[src/rtl/core/bca_ram.sv]
// ----------------------------------------------------------------------------
// Generic single-port-write RAM
// One write port and one read port, read data registered.
// ----------------------------------------------------------------------------
module bca_ram #(
  parameter int Width = 8,
  parameter int Depth = 16
) (
  input  logic                     clk,
  input  logic                     we,
  input  logic [$clog2(Depth)-1:0] waddr,
  input  logic [Width-1:0]         wdata,
  input  logic [$clog2(Depth)-1:0] raddr,
  output logic [Width-1:0]         rdata
);

  logic [Width-1:0] mem [Depth];

  // Write and registered read.
  always_ff @(posedge clk) begin
    if (we) begin
      mem[waddr] <= wdata;
    end
    rdata <= mem[raddr];
  end

endmodule

[config.mk]
export PLATFORM = sky130hd
export DESIGN_NAME = bca_ram
export DESIGN_NICKNAME = d
export VERILOG_FILES = /design/src/rtl/core/bca_ram.sv
export SDC_FILE = /design/constraint.sdc
export NUM_CORES = 1
export LEC_CHECK = 0
export ABC_AREA = 1
export BUFFER_PORTS_ARGS = -buffer_cell sky130_fd_sc_hd__buf_2
export CORE_UTILIZATION = 25
export DETAILED_ROUTE_END_ITERATION = 10
export GPL_TIMING_DRIVEN = 0
export PLACE_DENSITY = 0.42
export RECOVER_POWER = 25
export SETUP_SLACK_MARGIN = 0.2
export SYNTH_ARGS = -nofsm -noshare
export SYNTH_HDL_FRONTEND = slang
export SYNTH_SLANG_ARGS = --single-unit
[constraint.sdc]
create_clock -name clk -period 1 [get_ports clk]
set_input_delay 0.1 -clock clk [delete_from_list [all_inputs] [get_ports clk]]
set_output_delay 0.1 -clock clk [all_outputs]
set_load 0.01 [all_outputs]
==> flow_summary.json <==
{
  "status": "complete, no violations",
  "cp_max_fo": 1,
  "start_util": 0.2547,
  "ys.flop_type": "edfxtp_1",
  "vias": 3886,
  "antennaDiodeCount": 0,
  "vias_per_cell": 4.332,
  "avgSynthCellArea_um2": 10.47,
  "core-area_mm2": 0.02264,
  "antenna_found_initial": 0,
  "grt_max_degree": 17,
  "clockBufferDepth": 2,
  "clkLatencyLatePin_ns": 0.42,
  "cts-buffers-inserted": 17,
  "drc": 0,
  "max_freq_ghz": 1.027,
  "synth-simple-area-share": 0.2105,
  "rsz0062_at_grt": "yes",
  "cp.arrival_ns": 1.28,
  "grt.total_usage": 0.1386,
  "grt.overflow.total": 0,
  "yosysTopAreaCell": "edfxtp_1",
  "synth_fa_ha_area_frac": 0,
  "syn-num-nets": 569,
  "antenna_left": 0,
  "ys_ff_latch": 136,
  "dieWidth_um": 153.9,
  "synth_edf_count": 128,
  "power.density_mw_per_mm2": 1926,
  "netlist.area_leader.share": 0.6665,
  "port_buffers": 22,
  "seqPwrFrac": 0.458,
  "synth.area.mux_share": 0,
  "whs_ns": 0.1143,
  "finalSetupTns_ns": 0,
  "syn_inst": 551,
  "ir_drop_mv": 0.9090,
  "finalPower_mw": 14.00,
  "fp.dieH_um": 153.9,
  "wl_per_cell_um": 17.10,
  "die_area_mm2": 0.02368,
  "ios": 26,
  "endpoint_kind": "flip-flop",
  "place_congestion": 0.8117,
  "finalSetupViolations": 0,
  "power_frac_comb": 0.072,
  "grt_pass1_wl_mm": 23.47,
  "drive_gt1_frac": 0.2337,
  "p_leak_nw": 3.019,
  "hp-class": "primary input to flip-flop",
  "synth_async_sr_flop_share": 0,
  "cts_hold_buf": 0,
  "area_growth_pct": 26.08,
  "slew-limit-headroom": 0.3388,
  "grt_pass1_vias": 3725,
  "hpwl_mm": 10.30,
  "drv_slew": 0,
  "yosysWarningCount": 0,
  "finalCritPeriodShare": 0.9732,
  "cts_root_buf": "clkbuf_16",
  "drt-pass1-iter-count": 4,
  "p_sw_frac": 0.2217,
  "rows": 55,
  "drt_iter0_markers": 230,
  "cts.clk_slew.worst_paths_ns": 0.06,
  "synth_cell_type_count": 12,
  "period_minus_slack_ns": 0.9732,
  "synth_top_family_by_area": "simple AND/OR/NAND/NOR gates",
  "clkSinkCount": 136,
  "synth_compound_area_frac": 0,
  "synth_area_mm2": 0.005767,
  "crit_required_ns": 1.31,
  "synth_xor_xnor_area_share": 0,
  "synthTopCellsByCount": "173 x nand2_1, 128 x edfxtp_1, 100 x inv_1",
  "p_int_mw": 10.90,
  "yosysMostFrequentCell": "nand2_1",
  "critPathLaunchType": "flip-flop",
  "reg2reg_slack_ns": 0.03,
  "final_net_count": 617,
  "drv_cap": 0,
  "seq_area_frac_synth": 0.6943,
  "wl_mm": 15.34,
  "tightest_slew_ns": 0.9917,
  "h-tree-depth": 4,
  "clock_power_share": 0.471,
  "ys_top_cells_by_area": "edfxtp_1 67%, nand2_1 11%, nand3_1 8.4%",
  "cts_tree": "done",
  "hold_viol": 0,
  "worstSetupPathType": "flip-flop to flip-flop",
  "fin_worst_skew_ns": 0.007579,
  "design_area_mm2": 0.007271,
  "place_area_mm2": 0.006351,
  "p_sw_mw": 3.104
}
[per-stage QoR]
stage / setup slack [ns] / util / instances
floorplan: 0.02636 / - / 551
global placement: -0.5459 / 0.2805 / 858
detailed placement: -0.5657 / 0.2805 / 858
CTS: 0.001718 / 0.3180 / 897
global route: -0.03877 / 0.3211 / 897
finish: 0.02675 / 0.3211 / 897
[placed cells by master (no fill, tap or decap), types with 3 or more instances in the layout]
cell       instances
inv_1             99
bufinv_16          4
clkbuf_16         17
buf_2             27
nand2_2           10
clkinv_2           5
nand2_1          162
buf_6              8
buf_4             10
nand3_1           65
edfxtp_1         128
dfxtp_1            6
inv_2              3
clkbuf_1           6
nor2_4            17
nand3_2           31
[area by class of cell]
class	instances	area [um^2]
flip-flops and latches	136	4006
clock buffers	19	442.9
clock inverters	13	177.7
inverters	102	382.9
plain buffers	24	168.9
well taps	285	356.6
fillers	2265	15370
repair buffers	29	193.9
multi-input cells	289	1541
[routing by layer]
| metal | part of all wire | wire length [um] | vias to the layer above | track usage |
|---|---|---|---|---|
| met2 | 0.47 | 7142 | 91 | 0.2173 |
| li1 | - | - | 1872 | - |
| met5 | 0 | 0 | - | 0 |
| met3 | 0.050 | 762 | 19 | 0.03100 |
| met1 | 0.46 | 7103 | 1904 | 0.1849 |
| met4 | 0.022 | 332 | 0 | 0.05667 |
[logic make-up (layout without fill, tap and decap cells)]
family                 count (synthesis)  after routing
buffers and inverters                126            187
flip-flops                           136            136
AND/OR/NAND/NOR                      289            289
[critical path, cell delays in order, from the launching register on]
cell and delay (ns):
edfxtp_1 0.37, inv_1 0.07, nand2_1 0.06, nand3_2 0.10, nand3_2 0.08, nand3_2 0.12
nand2_1 0.07
[power by group through the flow]
stage	Combinational (mW)	Clock, mW	Sequential (mW)
final	1.00	6.59	6.41
after global routing	1.10	6.92	6.42
after CTS	0.982	6.67	6.40
after detailed placement	0.916	0	6.52
after global placement	0.913	0	6.52
after floorplan	0.484	0	6.54
[flip-flops by register name, indices dropped and copies added, names as in the netlist]
register  flops
mem         128
rdata         8
[repair_timing]
action | 4_1_cts | 5_1_grt
setup endpoints to repair | 80 | 20
buffers inserted | 7 | 0
pin swaps | 14 | 13
resized for setup | 32 | 18
[final timing paths]
path | start | end | cells past startpoint
worst max register to register | mem[9][1] | rdata[1] | 6
worst min-delay path | raddr[2] | rdata[6] | 4
worst max-delay path | mem[9][1] | rdata[1] | 6
worst min register to register | mem[12][5] | rdata[5] | 6
(Power assumes the default switching activity.)
