==> src/rtl/core/bca_divider.sv <==
// ----------------------------------------------------------------------------
// Bucket count divider
// Radix-2 restoring division giving ceil(count / size), one bit per cycle.
// ----------------------------------------------------------------------------
module bca_divider (
  input  logic        clk,
  input  logic        rst,
  input  logic        start,
  input  logic [25:0] dividend,
  input  logic [15:0] divisor,
  output logic        done,
  output logic [25:0] quotient
);

  logic [4:0]  bit_cnt;
  logic        busy;
  logic [25:0] quo;
  logic [16:0] rem;
  logic [15:0] dsr;
  logic [16:0] rem_shift;
  logic [16:0] rem_diff;

  assign rem_shift = {rem[15:0], quo[25]};
  assign rem_diff  = rem_shift - {1'b0, dsr};
  // Round up when any remainder is left.
  assign quotient  = quo + {25'd0, (rem != 17'd0)};

  // Shift-subtract iteration.
  always_ff @(posedge clk) begin
    if (rst) begin
      busy <= 1'b0;
      done <= 1'b0;
    end else begin
      done <= 1'b0;
      if (start) begin
        busy    <= 1'b1;
        bit_cnt <= 5'd0;
        quo     <= dividend;
        rem     <= 17'd0;
        dsr     <= divisor;
      end else if (busy) begin
        if (!rem_diff[16]) begin
          rem <= rem_diff;
          quo <= {quo[24:0], 1'b1};
        end else begin
          rem <= rem_shift;
          quo <= {quo[24:0], 1'b0};
        end
        bit_cnt <= bit_cnt + 5'd1;
        if (bit_cnt == 5'd25) begin
          busy <= 1'b0;
          done <= 1'b1;
        end
      end
    end
  end

endmodule
==> config.mk <==
export PLATFORM = sky130hd
export DESIGN_NAME = bca_divider
export DESIGN_NICKNAME = d
export VERILOG_FILES = /design/src/rtl/core/bca_divider.sv
export SDC_FILE = /design/constraint.sdc
export NUM_CORES = 1
export LEC_CHECK = 0
export BUFFER_PORTS_ARGS = -buffer_cell sky130_fd_sc_hd__buf_2
export CAP_MARGIN = 10
export CORE_MARGIN = 4
export CORE_UTILIZATION = 57
export CTS_CLUSTER_SIZE = 8
export DETAILED_ROUTE_END_ITERATION = 7
export PLACE_DENSITY = 0.81
export SYNTH_ARGS = -nofsm -noshare
export SYNTH_HDL_FRONTEND = slang
export SYNTH_SLANG_ARGS = --single-unit
==> constraint.sdc <==
create_clock -name clk -period 4.6 [get_ports clk]
set_input_delay 0.92 -clock clk [delete_from_list [all_inputs] [get_ports clk]]
set_output_delay 0.92 -clock clk [all_outputs]
set_load 0.02 [all_outputs]
==> results of run 1 <==
## flip-flops by register name, summed over array words and instances, names as in the netlist
| register | count |
|---|---|
| busy | 1 |
| dsr | 16 |
| quo | 26 |
| bit_cnt | 5 |
| done | 1 |
| rem | 17 |
## per-stage QoR
step | area [um^2] | instances | power (uW) | hold WS, ns | utilization
after CTS | 4780 | 542 | 1721 | 0.4859 | 0.6920
after detailed placement | 4562 | 526 | 1189 | 0.4807 | 0.6605
after global routing | 4780 | 542 | 1800 | 0.4888 | 0.6920
final | 4780 | 542 | 1724 | 0.4866 | 0.6920
after floorplan | 4111 | 367 | 1083 | 0.4600 | -
after global placement | 4562 | 526 | 1173 | 0.4669 | 0.6605
## synth_stat cells, types with 8 or more instances
master     n  area [um^2]
nand2_1   20        75.07
xnor2_1   22        192.7
mux2_2    26        292.8
ha_1      20        250.2
nand3_1   19        95.09
o21a_1     8        60.06
edfxtp_1  64         1922
a21oi_1   19        95.09
xor2_1    11        96.34
nor2_1    24        90.09
and3_1     9        56.30
inv_1     21        78.83
o21ai_0   12        60.06
## final timing paths
kind | to | startpoint | slack, ns | depth (start not counted)
worst max-delay path | quotient[20] | rem[9]$_SDFFCE_PP0P_ | 0.61 | 11
worst min-delay path | done$_SDFF_PP0_ | busy$_SDFF_PP0_ | 0.49 | 1
worst max register to register | rem[10]$_SDFFCE_PP0P_ | quo[25]$_DFFE_PP_ | 1.34 | 9
worst min register to register | done$_SDFF_PP0_ | busy$_SDFF_PP0_ | 0.49 | 1
## logic make-up after synthesis
| group | share of synthesized area |
|---|---|
| buf+inv | 0.03439 |
| flops | 0.4772 |
| compound gates | 0.1473 |
| mux | 0.07121 |
| xor+xnor | 0.07030 |
| simple gates | 0.1339 |
| fa+ha+maj | 0.06573 |
## per-layer routing
metal / global-route usage / up-vias / share of wire / routed length (um)
li1: - / 1538 / - / -
met1: 0.3083 / 1565 / 0.43 / 4024
met2: 0.3581 / 161 / 0.48 / 4522
met3: 0.04143 / 23 / 0.071 / 670
met4: 0.08303 / 0 / 0.021 / 197
met5: 0 / - / 0 / 0
## report_power, final
part	switching (uW)	leakage, uW	internal (uW)	total [uW]
Sequential	38.0	0.000630	723	761
Combinational	254	0.00118	171	426
Clock	233	0.000107	304	537
## area by class of cell
| cell class | instances | area [um^2] | share of cell area |
|---|---|---|---|
| Multi-Input combinational cell | 268 | 2016 | 0.4217 |
| Sequential cell | 66 | 1962 | 0.4105 |
| Timing Repair Buffer | 75 | 385.4 | 0.08063 |
| Clock buffer | 9 | 123.9 | 0.02592 |
| Tap cell | 96 | 120.1 | 0.02513 |
| Clock inverter | 7 | 93.84 | 0.01963 |
| Inverter | 21 | 78.83 | 0.01649 |
==> flow_summary.ini, run 1 <==
[status]
status = finished, final reports clean

[pwr]
vdd_drop_max_uv = 252.5
power_leakage_uw = 0.001912
p_per_area_nw_per_um2 = 360.7

[clocking]
cts_tree = yes
clk_latency_ns = 0.34
cts_sinks = 66
cts_root_buf = clkbuf_8
cts_buffers = 9
clk_path_buf_depth = 2
cts_setup_buffers = 0
clk_pin_slew_ns = 0.07
cts_max_level = 3
cts_hold_buffers = 0
cts.repair.resized = 0

[yosys]
async_flop_share = 0
ys.flop_type = edfxtp_1
synth_edf_count = 64
syn_avg_cell_area_um2 = 11.20
synth_nets = 433
synthCells = 367
syn_area_um2 = 4111
yosys.cell_types.count = 52
yosysSeqAreaShare = 0.4772
ys_warn_count = 0
synth-seq-cells = 66

[cells_and_area]
area_delta_synth_final_pct = 16.25
fillers = 541
antenna_cells = 0
final_cell_mix = buf_2, edfxtp_1, mux2_2
final_layout_size_suffix_gt1_frac = 0.2982
fin_nets = 507
layout.cells.most_common = buf_2

[setup_path]
cp_cell_sequence = nor4_1, nand4_1, or4_1, ha_1, ha_1, nand2_1, nor3_1, and3_1, nand3_1, xnor2_1, buf_2
cp_num_buf_inv = 1
arrival_ns = 3.07
crit_path_start_kind = register
cp-end-kind = output pin
max_stage_delay_ns = 0.43
critical_path_class = reg -> out
cpMostUsedCell = ha_1
cpMaxStageDelayCell = or4_1
critPathTopFamily = simple AND/OR/NAND/NOR gates
critPathMaxFanout = 4
critPathRequiredTime_ns = 3.68

[floorplanning]
rows = 30
dieArea_um2 = 8636
fp.dieW_um = 92.93
num_io_pins = 72
core_um2 = 6907
die_h_um = 92.93
initial_core_util = 0.5953

[sta]
worst_pin_slew_ns = 1.073
skew_ns = 0.008605
hold_viol = 0
period_minus_slack_ns = 3.992
final.period_utilization = 0.8679
maxSlewViolCount = 0
clock.fmax_mhz = 250.5
setup_violations = 0
setup-tns-final_ns = 0
rsz0062_at_grt = false
finalWorstSetupSlack_ns = 0.6077
slew_headroom = 0.2805

[min_path]
holdCritPathClass = reg -> reg

[placement]
dp_slack_ns = 0.9808
gp_congestion = 0.9381
io_buffers = 71
dp_hpwl_um = 6797

[routing]
route.antenna.remaining_nets = 0
firstDrtPassIters = 7
drt-initial-drc-count = 259
avgViaCountPerCell = 6.065
wl_per_cell_um = 17.37
wl_um = 9415
drc = 0
vias = 3287

[global_route]
grt_max_degree = 39
grt_overflow_total = 0
grt_pass1_wl_um = 15350
grt_use_total = 0.2254
grt_antenna_before_repair = 0
grt_pass1_vias = 3172

[flow_run]
cap_violations = 0
Power figures use the tool's default switching activity.
==> run 2: changes to the inputs <==
--- a/config.mk
+++ b/config.mk
@@ -5,10 +5,11 @@
 export SDC_FILE = /design/constraint.sdc
 export NUM_CORES = 1
 export LEC_CHECK = 0
+export ABC_AREA = 1
 export BUFFER_PORTS_ARGS = -buffer_cell sky130_fd_sc_hd__buf_2
 export CAP_MARGIN = 10
 export CORE_MARGIN = 4
-export CORE_UTILIZATION = 57
+export CORE_UTILIZATION = 58
 export CTS_CLUSTER_SIZE = 8
 export DETAILED_ROUTE_END_ITERATION = 7
 export PLACE_DENSITY = 0.81
==> run 2 against run 1 <==
Die area up 8.4%. Power up 8.1%. Sequential share of layout area down 4.0 points. Count of clock-buffer cells in the layout up 2. Via count up 18%. Synthesized cell count up 56%. Highest routed layer unchanged. Critical path type unchanged.
==> flow_summary.ini, run 2 <==
[pwr]
swShare = 0.3305
vdd_drop_max_uv = 183.1
p_per_area_nw_per_um2 = 351.7
power_switching_uw = 616.0
combPwrFrac = 0.283
p_clk_frac = 0.307
sequentialPowerShare = 0.410
power_leakage_uw = 0.002691
finalPower_uw = 1864
p_int_uw = 1248

[global_route]
grt_pass1_vias = 3877
grt_use_total = 0.2167
grt_max_degree = 52
grt_antenna_before_repair = 0
grt_pass1_wl_um = 16730
grt_overflow_total = 0

[sta]
setup_violations = 0
hold_viol = 0
finalWorstSetupSlack_ns = 0.9389
clock.fmax_mhz = 273.1
period_minus_slack_ns = 3.661
rsz0062_at_grt = false
holdWs_ns = 0.5999
skew_ns = 0.01446
final.period_utilization = 0.7959
slew_headroom = 0.4905
maxSlewViolCount = 0
setup-tns-final_ns = 0
worst_pin_slew_ns = 0.7625

[floorplanning]
initial_core_util = 0.5942
fp.dieW_um = 96.75
rows = 32
die_h_um = 96.75
num_io_pins = 72
core_um2 = 7687
dieArea_um2 = 9360

[clocking]
cts_max_level = 3
cts_buffers = 9
cts.repair.resized = 0
cts_sinks = 66
cts_tree = yes
cts_hold_buffers = 0
cts_root_buf = clkbuf_8
clk_latency_ns = 0.35
clk_pin_slew_ns = 0.07
clk_path_buf_depth = 2
cts_setup_buffers = 0

[yosys]
yosysSeqAreaShare = 0.4295
netlist_top_cells_area = edfxtp_1, nand2_1, inv_1, ha_1, xor2_1
synth_edf_count = 64
synth_top_cell_by_area = edfxtp_1
yosysMostFrequentCell = nand2_1
yosysTopAreaCellShare = 0.4207
synth-seq-cells = 66
yosys-top-cells-count = nand2_1, inv_1, edfxtp_1
syn_avg_cell_area_um2 = 7.958
ys_warn_count = 0
ys.flop_type = edfxtp_1
syn_area_um2 = 4568
async_flop_share = 0
synth_nets = 640
yosys.cell_types.count = 35
synthCells = 574

[min_path]
hp-start = quo[0]$_DFFE_PP_
holdCritPathClass = reg -> reg

[placement]
io_buffers = 71
gp_congestion = 0.8916
dp_slack_ns = 1.414
dp_hpwl_um = 7476

[cells_and_area]
largest-register = quo
fillers = 630
final_layout_size_suffix_gt1_frac = 0.2100
fin_nets = 718
final_cell_mix = nand2_1, inv_1, buf_2
area_delta_synth_final_pct = 16.00
reg_top3 = quo x26, rem x17, dsr x16
antenna_cells = 0
layout.cells.most_common = nand2_1
largest_reg_flops = 26
utilization = 0.6893

[routing]
vias = 3877
route.antenna.remaining_nets = 0
wl_per_cell_um = 13.06
drt-initial-drc-count = 239
drc = 0
firstDrtPassIters = 7
wl_um = 9912
avgViaCountPerCell = 5.108

[setup_path]
max_stage_delay_ns = 0.41
cp-end-kind = output pin
critPathTopFamily = simple AND/OR/NAND/NOR gates
critPathRequiredTime_ns = 3.68
arrival_ns = 2.74
r2r-start = quo[25]$_DFFE_PP_
critPathMaxFanout = 5
cpMaxStageDelayCell = edfxtp_1
crit_path_start_kind = register
crit_start = rem[12]$_SDFFCE_PP0P_
critical_path_class = reg -> out
cp_cell_sequence = inv_1, nand4_1, nor4_1, nand4_1, ha_1, ha_1, nand3_2, nor3_4, nand4_2, inv_2, nand3_2, xor2_1, buf_2
cp_num_buf_inv = 3

[status]
status = finished, final reports clean

[flow_run]
cap_violations = 0
==> run 2: changes by cell type after synthesis, sizes merged, moves of 13 or more <==
cell,previous run,this run
nor2,24,57
mux2,26,0
nand2,24,185
xnor2,22,4
xor2,11,24
inv,21,108
nand3,19,41
==> run 2: tightest hold or removal path, cell delays in order, from the launching register on <==
cell,delay (ns)
edfxtp_1,0.38
nand2_1,0.06
nand2_1,0.05
==> run 2: power groups by stage <==
stage | registers [uW] | clock network [uW] | logic (uW)
finish | 763 | 573 | 527
global route | 768 | 608 | 594
CTS | 762 | 581 | 528
detailed placement | 775 | 0 | 521
global placement | 773 | 0 | 508
floorplan | 767 | 0 | 396
==> run 2: logic make-up after synthesis <==
| logic type | Yosys count | share of synthesized area |
|---|---|---|
| AND/OR/NAND/NOR | 310 | 0.3229 |
| buffers and inverters | 117 | 0.09614 |
| flip-flops | 66 | 0.4295 |
| AO/OA/AOI/OAI | 32 | 0.03862 |
| XOR/XNOR | 28 | 0.05368 |
| adder cells (fa/ha/maj) | 21 | 0.05916 |
==> run 2: path summary, 6_finish.rpt <==
check | depth (start not counted) | to | slack [ns]
worst min-delay path | 2 | quo[1]$_DFFE_PP_ | 0.60
worst max register to register | 14 | rem[10]$_SDFFCE_PP0P_ | 2.16
worst max-delay path | 13 | quotient[16] | 0.94
worst min register to register | 2 | quo[1]$_DFFE_PP_ | 0.60
==> run 2: layout make-up <==
class | instances | area, um^2 | area share
multi-input combinational | 391 | 2178 | 0.4111
sequential | 66 | 1962 | 0.3702
inverter | 109 | 409.1 | 0.07721
timing repair buffer | 75 | 385.4 | 0.07273
clock buffer | 11 | 151.4 | 0.02857
tap | 102 | 127.6 | 0.02408
clock inverter | 5 | 85.08 | 0.01606
==> run 2: per-stage QoR <==
stage / instance area, um^2 / instances
3_5_place_dp: 5062 / 743
4_1_cts: 5299 / 759
5_1_grt: 5299 / 759
2_1_floorplan: 4568 / 574
6_report: 5299 / 759
3_3_place_gp: 5062 / 743
==> run 2: per-layer routing <==
layer,up-vias,wire (um),track usage
met5,-,0,0
met4,0,217,0.09071
met3,21,530,0.03749
met2,104,4879,0.3731
met1,1782,4285,0.2681
li1,1970,-,-
